`src/owbm_pkg.sv`:
```
// shared types and codes for the one-wire bus master
// no dependencies; imported by owbm_cfg, owbm_step and one_wire_bus_master_unit
package owbm_pkg;

    typedef enum logic [3:0] {
        PH_IDLE   = 4'd0,
        PH_RPRE   = 4'd1,
        PH_RLOW   = 4'd2,
        PH_RDLY   = 4'd3,
        PH_RWATCH = 4'd4,
        PH_RTAIL  = 4'd5,
        PH_WLOW   = 4'd6,
        PH_WHOLD  = 4'd7,
        PH_WREC   = 4'd8,
        PH_DPRE   = 4'd9,
        PH_DLOW   = 4'd10,
        PH_DREL   = 4'd11,
        PH_DHOLD  = 4'd12
    } phase_t;

    typedef enum logic [1:0] {
        FUNC_NONE  = 2'd0,
        FUNC_RESET = 2'd1,
        FUNC_WRITE = 2'd2,
        FUNC_READ  = 2'd3
    } func_t;

    localparam logic [2:0] CFG_RESET_PRERELEASE = 3'd0;
    localparam logic [2:0] CFG_RESET_LOW        = 3'd1;
    localparam logic [2:0] CFG_PRESENCE_DELAY   = 3'd2;
    localparam logic [2:0] CFG_PRESENCE_TIMEOUT = 3'd3;
    localparam logic [2:0] CFG_RESET_TAIL       = 3'd4;
    localparam logic [2:0] CFG_SLOT_LOW         = 3'd5;
    localparam logic [2:0] CFG_SLOT_HOLD        = 3'd6;
    localparam logic [2:0] CFG_SLOT_RECOVERY    = 3'd7;

    localparam int CFG_DATA_W = 16;
    localparam int CFG_IDX_W  = 3;

    typedef struct packed {
        logic [15:0] reset_prerelease_ticks;
        logic [15:0] reset_low_ticks;
        logic [15:0] presence_delay_ticks;
        logic [15:0] presence_timeout_ticks;
        logic [15:0] reset_tail_ticks;
        logic [7:0]  slot_low_ticks;
        logic [7:0]  slot_hold_ticks;
        logic [7:0]  slot_recovery_ticks;
    } cfg_t;

    typedef struct packed {
        phase_t      phase;
        logic [15:0] tick_count;
        logic [2:0]  bit_index;
        logic [7:0]  shift_byte;
        logic        presence_seen;
        logic [7:0]  last_read;
    } seq_state_t;

    typedef struct packed {
        logic        presence;
        logic [7:0]  read_data;
        logic        done_res;
        logic        busy_res;
        logic        pull_low;
    } result_t;

endpackage

```
`src/owbm_cfg.sv`:
```
// timing register file for the one-wire bus master
// depends on owbm_pkg for cfg_t and the register index codes
module owbm_cfg
    import owbm_pkg::*;
(
    input  logic                  clk,
    input  logic                  rst_n,
    input  logic                  cfg_we,
    input  logic [CFG_IDX_W-1:0]  cfg_index,
    input  logic [CFG_DATA_W-1:0] cfg_data,
    output cfg_t                  cfg
);

    cfg_t cfg_reg;

    always_ff @(posedge clk or negedge rst_n)
    begin
        if (!rst_n)
        begin
            cfg_reg.reset_prerelease_ticks <= 16'd50;
            cfg_reg.reset_low_ticks        <= 16'd500;
            cfg_reg.presence_delay_ticks   <= 16'd40;
            cfg_reg.presence_timeout_ticks <= 16'd500;
            cfg_reg.reset_tail_ticks       <= 16'd500;
            cfg_reg.slot_low_ticks         <= 8'd5;
            cfg_reg.slot_hold_ticks        <= 8'd65;
            cfg_reg.slot_recovery_ticks    <= 8'd2;
        end
        else if (cfg_we)
        begin
            unique case (cfg_index)
                CFG_RESET_PRERELEASE: cfg_reg.reset_prerelease_ticks <= cfg_data;
                CFG_RESET_LOW:        cfg_reg.reset_low_ticks        <= cfg_data;
                CFG_PRESENCE_DELAY:   cfg_reg.presence_delay_ticks   <= cfg_data;
                CFG_PRESENCE_TIMEOUT: cfg_reg.presence_timeout_ticks <= cfg_data;
                CFG_RESET_TAIL:       cfg_reg.reset_tail_ticks       <= cfg_data;
                CFG_SLOT_LOW:         cfg_reg.slot_low_ticks         <= cfg_data[7:0];
                CFG_SLOT_HOLD:        cfg_reg.slot_hold_ticks        <= cfg_data[7:0];
                CFG_SLOT_RECOVERY:    cfg_reg.slot_recovery_ticks    <= cfg_data[7:0];
                default:              cfg_reg <= cfg_reg;
            endcase
        end
    end

    assign cfg = cfg_reg;

endmodule

```
`src/owbm_step.sv`:
```
// next-state and result logic for one microsecond tick of the sequencer
// depends on owbm_pkg for the phase codes, cfg_t, seq_state_t and result_t
module owbm_step
    import owbm_pkg::*;
(
    input  cfg_t        cfg,
    input  seq_state_t  st,
    input  logic [1:0]  func,
    input  logic [7:0]  write_data,
    input  logic        line_level,
    output seq_state_t  st_next,
    output result_t     res
);

    // longest run of empty phases once fully empty write or read slots are taken out
    localparam int SETTLE_STEPS = 5;

    function automatic logic [15:0] phase_len(input phase_t p, input cfg_t c);
        logic [15:0] len;
        unique case (p)
            PH_RPRE:   len = c.reset_prerelease_ticks;
            PH_RLOW:   len = c.reset_low_ticks;
            PH_RDLY:   len = c.presence_delay_ticks;
            PH_RWATCH: len = c.presence_timeout_ticks;
            PH_RTAIL:  len = c.reset_tail_ticks;
            PH_WLOW:   len = {8'd0, c.slot_low_ticks};
            PH_WHOLD:  len = {8'd0, c.slot_hold_ticks};
            PH_WREC:   len = {8'd0, c.slot_recovery_ticks};
            PH_DPRE:   len = {8'd0, c.slot_low_ticks};
            PH_DLOW:   len = {8'd0, c.slot_low_ticks};
            PH_DREL:   len = {8'd0, c.slot_low_ticks};
            PH_DHOLD:  len = {8'd0, c.slot_hold_ticks};
            default:   len = 16'd0;
        endcase
        return len;
    endfunction

    function automatic seq_state_t advance(input seq_state_t s, input logic line);
        seq_state_t n;
        n = s;
        n.tick_count = 16'd0;
        unique case (s.phase)
            PH_RPRE:   n.phase = PH_RLOW;
            PH_RLOW:   n.phase = PH_RDLY;
            PH_RDLY:   n.phase = PH_RWATCH;
            PH_RWATCH: n.phase = PH_RTAIL;
            PH_WLOW:   n.phase = PH_WHOLD;
            PH_WHOLD:  n.phase = PH_WREC;
            PH_WREC:
            begin
                if (s.bit_index == 3'd7)
                begin
                    n.phase     = PH_IDLE;
                    n.bit_index = 3'd0;
                end
                else
                begin
                    n.bit_index  = s.bit_index + 3'd1;
                    n.shift_byte = {1'b0, s.shift_byte[7:1]};
                    n.phase      = PH_WLOW;
                end
            end
            PH_DPRE:   n.phase = PH_DLOW;
            PH_DLOW:   n.phase = PH_DREL;
            PH_DREL:
            begin
                n.shift_byte = {line, s.shift_byte[7:1]};
                n.phase      = PH_DHOLD;
            end
            PH_DHOLD:
            begin
                if (s.bit_index == 3'd7)
                begin
                    n.last_read = s.shift_byte;
                    n.phase     = PH_IDLE;
                    n.bit_index = 3'd0;
                end
                else
                begin
                    n.bit_index = s.bit_index + 3'd1;
                    n.phase     = PH_DLOW;
                end
            end
            default:
            begin
                n.phase     = PH_IDLE;
                n.bit_index = 3'd0;
            end
        endcase
        return n;
    endfunction

    // skip phases of zero length
    function automatic seq_state_t settle(input seq_state_t s, input logic line,
                                          input cfg_t c);
        seq_state_t  n;
        logic        wr_empty;
        logic        rd_empty;
        logic [3:0]  samples;
        logic [15:0] filled;
        n = s;
        wr_empty = (c.slot_low_ticks == 8'd0) && (c.slot_hold_ticks == 8'd0)
                   && (c.slot_recovery_ticks == 8'd0);
        rd_empty = (c.slot_low_ticks == 8'd0) && (c.slot_hold_ticks == 8'd0);
        if (wr_empty && (n.phase == PH_WLOW || n.phase == PH_WHOLD || n.phase == PH_WREC))
        begin
            // rest of the byte goes by on this tick
            n.phase      = PH_IDLE;
            n.bit_index  = 3'd0;
            n.tick_count = 16'd0;
        end
        else if (rd_empty && (n.phase == PH_DPRE || n.phase == PH_DLOW
                              || n.phase == PH_DREL || n.phase == PH_DHOLD))
        begin
            // every remaining bit samples this tick's line
            if (n.phase == PH_DHOLD)
                samples = 4'd7 - {1'b0, n.bit_index};
            else
                samples = 4'd8 - {1'b0, n.bit_index};
            filled       = {{8{line}}, n.shift_byte} >> samples;
            n.shift_byte = filled[7:0];
            n.last_read  = filled[7:0];
            n.phase      = PH_IDLE;
            n.bit_index  = 3'd0;
            n.tick_count = 16'd0;
        end
        else
        begin
            for (int i = 0; i < SETTLE_STEPS; i++)
            begin
                if (n.phase != PH_IDLE && phase_len(n.phase, c) == 16'd0)
                    n = advance(n, line);
            end
        end
        return n;
    endfunction

    logic        start;
    logic        write_empty;
    logic        read_empty;
    logic        busy;
    logic        drive;
    logic [16:0] tick_inc;
    seq_state_t  s0;
    seq_state_t  s1;
    seq_state_t  s2;

    assign write_empty = (cfg.slot_low_ticks == 8'd0) && (cfg.slot_hold_ticks == 8'd0)
                         && (cfg.slot_recovery_ticks == 8'd0);
    assign read_empty  = (cfg.slot_low_ticks == 8'd0) && (cfg.slot_hold_ticks == 8'd0);
    assign start       = (st.phase == PH_IDLE) && (func_t'(func) != FUNC_NONE);

    always_comb
    begin
        s0 = st;
        if (start)
        begin
            s0.tick_count = 16'd0;
            s0.bit_index  = 3'd0;
            unique case (func_t'(func))
                FUNC_RESET:
                begin
                    s0.presence_seen = 1'b0;
                    s0.phase         = PH_RPRE;
                end
                FUNC_WRITE:
                begin
                    s0.shift_byte = write_data;
                    // all slot phases empty: the whole byte goes by on this tick
                    s0.phase      = write_empty ? PH_IDLE : PH_WLOW;
                end
                default:
                begin
                    s0.shift_byte = 8'd0;
                    if (read_empty)
                    begin
                        // every bit samples this tick's line
                        s0.last_read = {8{line_level}};
                        s0.phase     = PH_IDLE;
                    end
                    else
                    begin
                        s0.phase = PH_DPRE;
                    end
                end
            endcase
        end
        // empty phases are only skipped up front on the start tick
        s1 = start ? settle(s0, line_level, cfg) : s0;

        busy = (s1.phase != PH_IDLE);
        unique case (s1.phase)
            PH_RLOW, PH_WLOW, PH_DLOW: drive = 1'b1;
            PH_WHOLD:                  drive = ~s1.shift_byte[0];
            default:                   drive = 1'b0;
        endcase

        tick_inc = {1'b0, s1.tick_count} + 17'd1;
        s2 = s1;
        if (busy)
        begin
            if (s1.phase == PH_RWATCH && !line_level)
            begin
                s2.presence_seen = 1'b1;
                s2 = settle(advance(s2, line_level), line_level, cfg);
            end
            else
            begin
                s2.tick_count = tick_inc[15:0];
                if (tick_inc >= {1'b0, phase_len(s1.phase, cfg)})
                    s2 = settle(advance(s2, line_level), line_level, cfg);
            end
        end
    end

    assign st_next = s2;

    assign res.pull_low  = drive;
    assign res.busy_res  = busy;
    assign res.done_res  = (start || st.phase != PH_IDLE) && (s2.phase == PH_IDLE);
    assign res.read_data = s2.last_read;
    assign res.presence  = s2.presence_seen;

endmodule

```
`src/one_wire_bus_master_unit.sv`:
```
// one-wire bus master: one input beat per microsecond tick, one result beat per input beat
// result: the result of a beat is on m_tdata in the cycle after the beat is taken
// throughput: one beat per cycle; the whole tick is one pass of owbm_step into the
//   sequencer state and the result register; s_tready drops while a result beat waits
// reset: rst_n clears the sequencer to idle, the timing registers to their defaults
//   and clears m_tvalid; the result payload register itself is not reset
module one_wire_bus_master_unit
    import owbm_pkg::*;
(
    input  logic                  clk,
    input  logic                  rst_n,
    input  logic                  s_tvalid,
    output logic                  s_tready,
    input  logic [15:0]           s_tdata,   // write_data[7:0], line_level[8], zero[15:9]
    input  logic [1:0]            s_tuser,   // func[1:0]
    output logic                  m_tvalid,
    input  logic                  m_tready,
    output logic [15:0]           m_tdata,   // pull_low[0], busy_res[1], done_res[2],
                                             // read_data[10:3], presence[11], zero[15:12]
    input  logic                  cfg_we,
    input  logic [CFG_IDX_W-1:0]  cfg_index,
    input  logic [CFG_DATA_W-1:0] cfg_data
);

    cfg_t       cfg;
    seq_state_t state_reg;
    seq_state_t state_next;
    result_t    step_res;
    result_t    res_reg;
    logic       m_tvalid_reg;
    logic       accept;

    owbm_cfg u_cfg (
        .clk       (clk),
        .rst_n     (rst_n),
        .cfg_we    (cfg_we),
        .cfg_index (cfg_index),
        .cfg_data  (cfg_data),
        .cfg       (cfg)
    );

    owbm_step u_step (
        .cfg        (cfg),
        .st         (state_reg),
        .func       (s_tuser),
        .write_data (s_tdata[7:0]),
        .line_level (s_tdata[8]),
        .st_next    (state_next),
        .res        (step_res)
    );

    assign s_tready = !m_tvalid_reg || m_tready;
    assign accept   = s_tvalid && s_tready;

    always_ff @(posedge clk or negedge rst_n)
    begin
        if (!rst_n)
        begin
            state_reg    <= '{phase: PH_IDLE, tick_count: 16'd0, bit_index: 3'd0,
                              shift_byte: 8'd0, presence_seen: 1'b0, last_read: 8'd0};
            m_tvalid_reg <= 1'b0;
        end
        else if (accept)
        begin
            state_reg    <= state_next;
            m_tvalid_reg <= 1'b1;
        end
        else if (m_tready)
        begin
            m_tvalid_reg <= 1'b0;
        end
    end

    // result payload, no reset needed
    always_ff @(posedge clk)
    begin
        if (accept)
            res_reg <= step_res;
    end

    assign m_tvalid = m_tvalid_reg;
    assign m_tdata  = {4'd0, res_reg};

    // a beat taken mid-command always reports busy
    a_busy_held: assert property (@(posedge clk) disable iff (!rst_n)
        accept && state_reg.phase != PH_IDLE |=> res_reg.busy_res)
        else $error("busy dropped while a command was running");

    // a finishing beat leaves the sequencer idle
    a_done_idle: assert property (@(posedge clk) disable iff (!rst_n)
        accept && step_res.done_res |=> state_reg.phase == PH_IDLE && res_reg.done_res)
        else $error("command finished but sequencer not idle");

    // the line is only driven inside a command
    a_pull_busy: assert property (@(posedge clk) disable iff (!rst_n)
        accept && step_res.pull_low |=> res_reg.busy_res)
        else $error("line driven low outside a command");

endmodule
```
`config.mk`:
```
export PLATFORM = sky130hd
export DESIGN_NAME = one_wire_bus_master_unit
export DESIGN_NICKNAME = d
export VERILOG_FILES = /design/src/owbm_pkg.sv /design/src/owbm_cfg.sv /design/src/owbm_step.sv /design/src/one_wire_bus_master_unit.sv
export SDC_FILE = /design/constraint.sdc
export NUM_CORES = 1
export LEC_CHECK = 0
export BUFFER_PORTS_ARGS = -buffer_cell sky130_fd_sc_hd__buf_2
export CORE_MARGIN = 4
export CORE_UTILIZATION = 30
export CTS_CLUSTER_DIAMETER = 30
export CTS_CLUSTER_SIZE = 20
export DETAILED_ROUTE_END_ITERATION = 8
export MAX_ROUTING_LAYER = met4
export RECOVER_POWER = 50
export SETUP_SLACK_MARGIN = 0.3
export SYNTH_ARGS = -nofsm -noshare
export SYNTH_HDL_FRONTEND = slang
export SYNTH_SLANG_ARGS = --single-unit
```
`constraint.sdc`:
```
create_clock -name clk -period 39.8 [get_ports clk]
set_clock_uncertainty 0.1 [all_clocks]
set_input_delay 1.99 -clock clk [delete_from_list [all_inputs] [get_ports clk]]
set_output_delay 1.99 -clock clk [all_outputs]
set_load 0.05 [all_outputs]
```
==> key figures <==
STA
  • Setup violators final: 0
  • Unrepaired setup endpoints after global routing: false
  • Share of the clock period used by the worst path: between 50% and 60%
  • Number of pins exceeding their max-slew limit in the final report: 78
  • Measured slew at the worst slew-check pin: 4.51 ns
  • Final hold violation count: 0
  • Clock period minus worst slack: 21.24 ns
  • Setup TNS: 0 ns
  • Headroom to the max-slew limit: -200%
  • Fmax achieved: 47.1 MHz
  • Final Worst Setup Slack: roughly 19 ns
  • Hold slack: 0.416 ns

CTS
  • Total setup buffers inserted after CTS: 0
  • CTS Buf Count: 17
  • Clock root buffer: sky130_fd_sc_hd__clkbuf_16
  • CTS sink count: 157
  • H-tree Lvls: 4
  • Post-cts resize count: 0
  • Clock tree from TritonCTS: yes
  • Clock-pin slew on the worst setup and hold paths: about 0.070 ns
  • Maximum clock path buffer count: 2
  • Hold bufs inserted after CTS: 0
  • Worst-Skew Late Latency: 0.47 ns

Routing
  • Wire length reported by the detailed router: 65,900 um
  • Drt via density: 6.38
  • Antenna-violating nets left: 0
  • Count of routing violations after the opening detailed-route iteration: 2,248
  • Routed vias: 17.4k
  • First-pass DRT Iterations: 8
  • Detailed-route DRC error count: 0
  • Wirelength per Cell: between 20 and 25 um

Floorplan
  • Chip Height: 240 um
  • Placeable core region: 53,000 um^2
  • Area of the die: ~58,000 um^2
  • Starting Density: approximately 31%
  • I/O pin cnt: 60
  • Std-Cell Rows: 84
  • Chip width: 240 um

GRT
  • Number of global-route vias before repair: 16.5k
  • Wire length of the first global-routing pass: 101,000 um
  • Antenna violations before repair: 1
  • Pin count of the biggest net entering global routing: 78
  • Overall overflow remaining after global route: 0
  • Total routing usage reported by global routing: 22.8%

Synth
  • Sequential share of the synthesized area: 24.9%
  • Post-synthesis cell type count: 116
  • Post-synthesis cell area: 16,200 um^2
  • Synthesized instance count: 2,038
  • Count of synthesis-stage warnings from yosys: 0
  • Number of storage elements in the synthesis netlist: 157
  • EDFF count, synth: 12
  • Syn_area_per_cell: 7.93 um^2
  • Predominant post-synthesis flop cell: sky130_fd_sc_hd__dfrtp_1
  • Synth async-reset ratio: between 90 and 100%

Placement
  • Placed Instance Area: 17,000 um^2
  • Setup WS pre-CTS: about 19 ns
  • Port buffer count: 48
  • Post-detailed-placement half-perimeter wirelength: 50,700 um
  • Final weighted congestion of routability-driven global placement: 1.04

Setup path
  • Most frequent cell on the critical path: sky130_fd_sc_hd__ha_1
  • Register-to-register setup slack: around 20 ns
  • Family of cells with the greatest summed delay on the critical path: compound AO/OA/AOI/OAI gates
  • Critical path arrival: 21.46 ns
  • Master of the slowest instance on the critical path: sky130_fd_sc_hd__o22ai_1
  • Data required time at the worst endpoint: 40.02 ns
  • Count of buffering cells on the critical path with inverters included: 5
  • Maximum fanout along the worst path: 21
  • Category of the worst setup path capture point: register
  • Peak per-stage delay on the critical path: 0.69 ns
  • Start of the worst register-to-register path: u_cfg.cfg[12]
  • CP Launch Type: input pin
  • Beginning of the critical path: s_tuser[0]
  • Crit Path Class: input pin to register
  • Worst path depth: 65
  • Reg2reg path depth: 63
  • End of the critical path: state_reg[14]
  • End of the worst register-to-register path: state_reg[14]

Cells and area
  • Final std cell area, no fill: approximately 18,000 um^2
  • Layout cells sized above 1: between 10% and 20%
  • Largest register FFs: 104
  • Syn-to-layout area delta: 8.74%
  • Number of nets in the layout: 2,114

Status
  • Failing checks: max-capacitance violations, max-slew violations
  • Status: complete, but fails checks

Min path
  • Worst hold path type: register to register

Run
  • Max-cap viol count: 1
-- cell usage in the layout (no fill, tap or decap), types with 11 or more instances in the layout --
| cell type | count |
|---|---|
| sky130_fd_sc_hd__edfxtp_1 | 12 |
| sky130_fd_sc_hd__a222oi_1 | 18 |
| sky130_fd_sc_hd__nor2_1 | 197 |
| sky130_fd_sc_hd__o31ai_1 | 14 |
| sky130_fd_sc_hd__o211ai_1 | 20 |
| sky130_fd_sc_hd__nand4_1 | 28 |
| sky130_fd_sc_hd__a211oi_1 | 31 |
| sky130_fd_sc_hd__or3_1 | 29 |
| sky130_fd_sc_hd__a31oi_1 | 27 |
| sky130_fd_sc_hd__a22oi_1 | 40 |
| sky130_fd_sc_hd__dfrtp_1 | 117 |
| sky130_fd_sc_hd__o21ai_1 | 26 |
| sky130_fd_sc_hd__and3_1 | 27 |
| sky130_fd_sc_hd__a22o_1 | 22 |
| sky130_fd_sc_hd__nand3_1 | 61 |
| sky130_fd_sc_hd__and2_1 | 25 |
| sky130_fd_sc_hd__nand2_1 | 232 |
| sky130_fd_sc_hd__o22ai_1 | 32 |
| sky130_fd_sc_hd__o21a_1 | 11 |
| sky130_fd_sc_hd__or4_1 | 13 |
| sky130_fd_sc_hd__clkbuf_16 | 17 |
| sky130_fd_sc_hd__or2_2 | 11 |
| sky130_fd_sc_hd__mux2_2 | 136 |
| sky130_fd_sc_hd__buf_2 | 45 |
| sky130_fd_sc_hd__nor3_1 | 62 |
| sky130_fd_sc_hd__a21oi_1 | 156 |
| sky130_fd_sc_hd__a21o_1 | 22 |
| sky130_fd_sc_hd__inv_1 | 39 |
| sky130_fd_sc_hd__ha_1 | 44 |
| sky130_fd_sc_hd__o21ai_0 | 135 |
| sky130_fd_sc_hd__buf_4 | 26 |
| sky130_fd_sc_hd__nor4_1 | 33 |
| sky130_fd_sc_hd__nand2b_1 | 12 |
| sky130_fd_sc_hd__dfstp_2 | 28 |
| sky130_fd_sc_hd__mux2i_1 | 63 |
-- worst min path at each step --
stage | from | slack, ns | cells past startpoint | endpoint
finish | state_reg[18] | 0.42 | 1 | state_reg[18]
CTS | state_reg[19] | 0.42 | 1 | state_reg[19]
detailed placement | state_reg[19] | 0.40 | 1 | state_reg[19]
floorplan | state_reg[8] | 0.35 | 2 | state_reg[8]
global route | state_reg[19] | 0.43 | 1 | state_reg[19]
global placement | state_reg[19] | 0.39 | 1 | state_reg[19]
-- routing by layer --
layer  vias up  wire length (um)  GRT usage, %
li1       7821                 -             -
met1      8526             28500          30.8
met2       922             29100          34.1
met3       158              5590          4.36
met4         0              2620          8.32
met5         -                 0             -
-- metrics by stage --
step / cells / utilization, %
final: 2730 / 33.2
after global routing: 2730 / 33.2
after CTS: 2729 / 33.2
after detailed placement: 2697 / 32.2
after global placement: 2697 / 32.2
after floorplan: 2041 / -
-- Yosys cell counts (8+ instances only) --
library cell	number	share of area, %
sky130_fd_sc_hd__or3_1	29	1.1
sky130_fd_sc_hd__o21ai_0	135	4.2
sky130_fd_sc_hd__nor2_1	198	4.6
sky130_fd_sc_hd__nand4_1	28	1.1
sky130_fd_sc_hd__o32ai_1	8	0.43
sky130_fd_sc_hd__or4_1	13	0.60
sky130_fd_sc_hd__mux2_2	136	9.5
sky130_fd_sc_hd__o21a_1	11	0.51
sky130_fd_sc_hd__nor2b_1	8	0.31
sky130_fd_sc_hd__nor4_1	34	1.3
sky130_fd_sc_hd__dfstp_2	28	4.6
sky130_fd_sc_hd__o22ai_1	32	1.2
sky130_fd_sc_hd__a31oi_1	27	1.0
sky130_fd_sc_hd__buf_4	13	0.60
sky130_fd_sc_hd__clkbuf_1	68	1.6
sky130_fd_sc_hd__a21oi_1	156	4.8
sky130_fd_sc_hd__a222oi_1	18	1.1
sky130_fd_sc_hd__ha_1	44	3.4
sky130_fd_sc_hd__nand3_1	61	1.9
sky130_fd_sc_hd__buf_2	21	0.65
sky130_fd_sc_hd__nand2b_1	12	0.46
sky130_fd_sc_hd__a211oi_1	31	1.4
sky130_fd_sc_hd__dfrtp_1	117	18
sky130_fd_sc_hd__nand2_1	232	5.4
sky130_fd_sc_hd__and2_1	25	0.97
sky130_fd_sc_hd__a22o_1	22	1.2
sky130_fd_sc_hd__o221ai_1	8	0.43
sky130_fd_sc_hd__or2_2	11	0.43
sky130_fd_sc_hd__mux2i_1	63	3.9
sky130_fd_sc_hd__nor3_1	65	2.0
sky130_fd_sc_hd__a22oi_1	40	1.9
sky130_fd_sc_hd__and3_1	27	1.0
sky130_fd_sc_hd__o21ai_1	26	0.81
sky130_fd_sc_hd__a21o_1	22	1.0
sky130_fd_sc_hd__inv_1	39	0.91
sky130_fd_sc_hd__o31ai_1	14	0.65
sky130_fd_sc_hd__o211ai_1	20	0.93
sky130_fd_sc_hd__a221o_1	8	0.50
sky130_fd_sc_hd__edfxtp_1	12	2.2
-- cell families (layout without fill, tap and decap cells) --
group,count (synthesis),count (layout),share of synthesized area [%]
simple gates,790,790,24.3
fa+ha+maj,44,44,3.41
xor+xnor,9,9,0.488
buf+inv,151,151,4.11
mux,203,203,13.8
compound gates,683,683,29.0
flops,157,157,24.9
other cells,1,5,0.0232
-- layout make-up --
class	count	area (um^2)
Tap cell	688	861
Clock inverter	14	143
Inverter	41	154
Sequential cell	157	4020
Antenna cell	1	2.50
Multi-Input combinational cell	1733	11500
Clock buffer	18	429
Timing Repair Buffer	78	447
Fill cell	5614	35400
-- worst register-to-register path: cells and delay by family (launching register included) --
kind / cells / cell delay (ns)
and+or+nand+nor: 18 / 6.71
muxes: 4 / 1.58
buffers and inverters: 3 / 0.34
adders and majority gates: 9 / 2.52
AOI/OAI and AO/OA: 29 / 8.45
DFF: 1 / 0.42
Power is not shown: default switching activity piles up to over one toggle a cycle in this logic, so the estimate is an artifact.
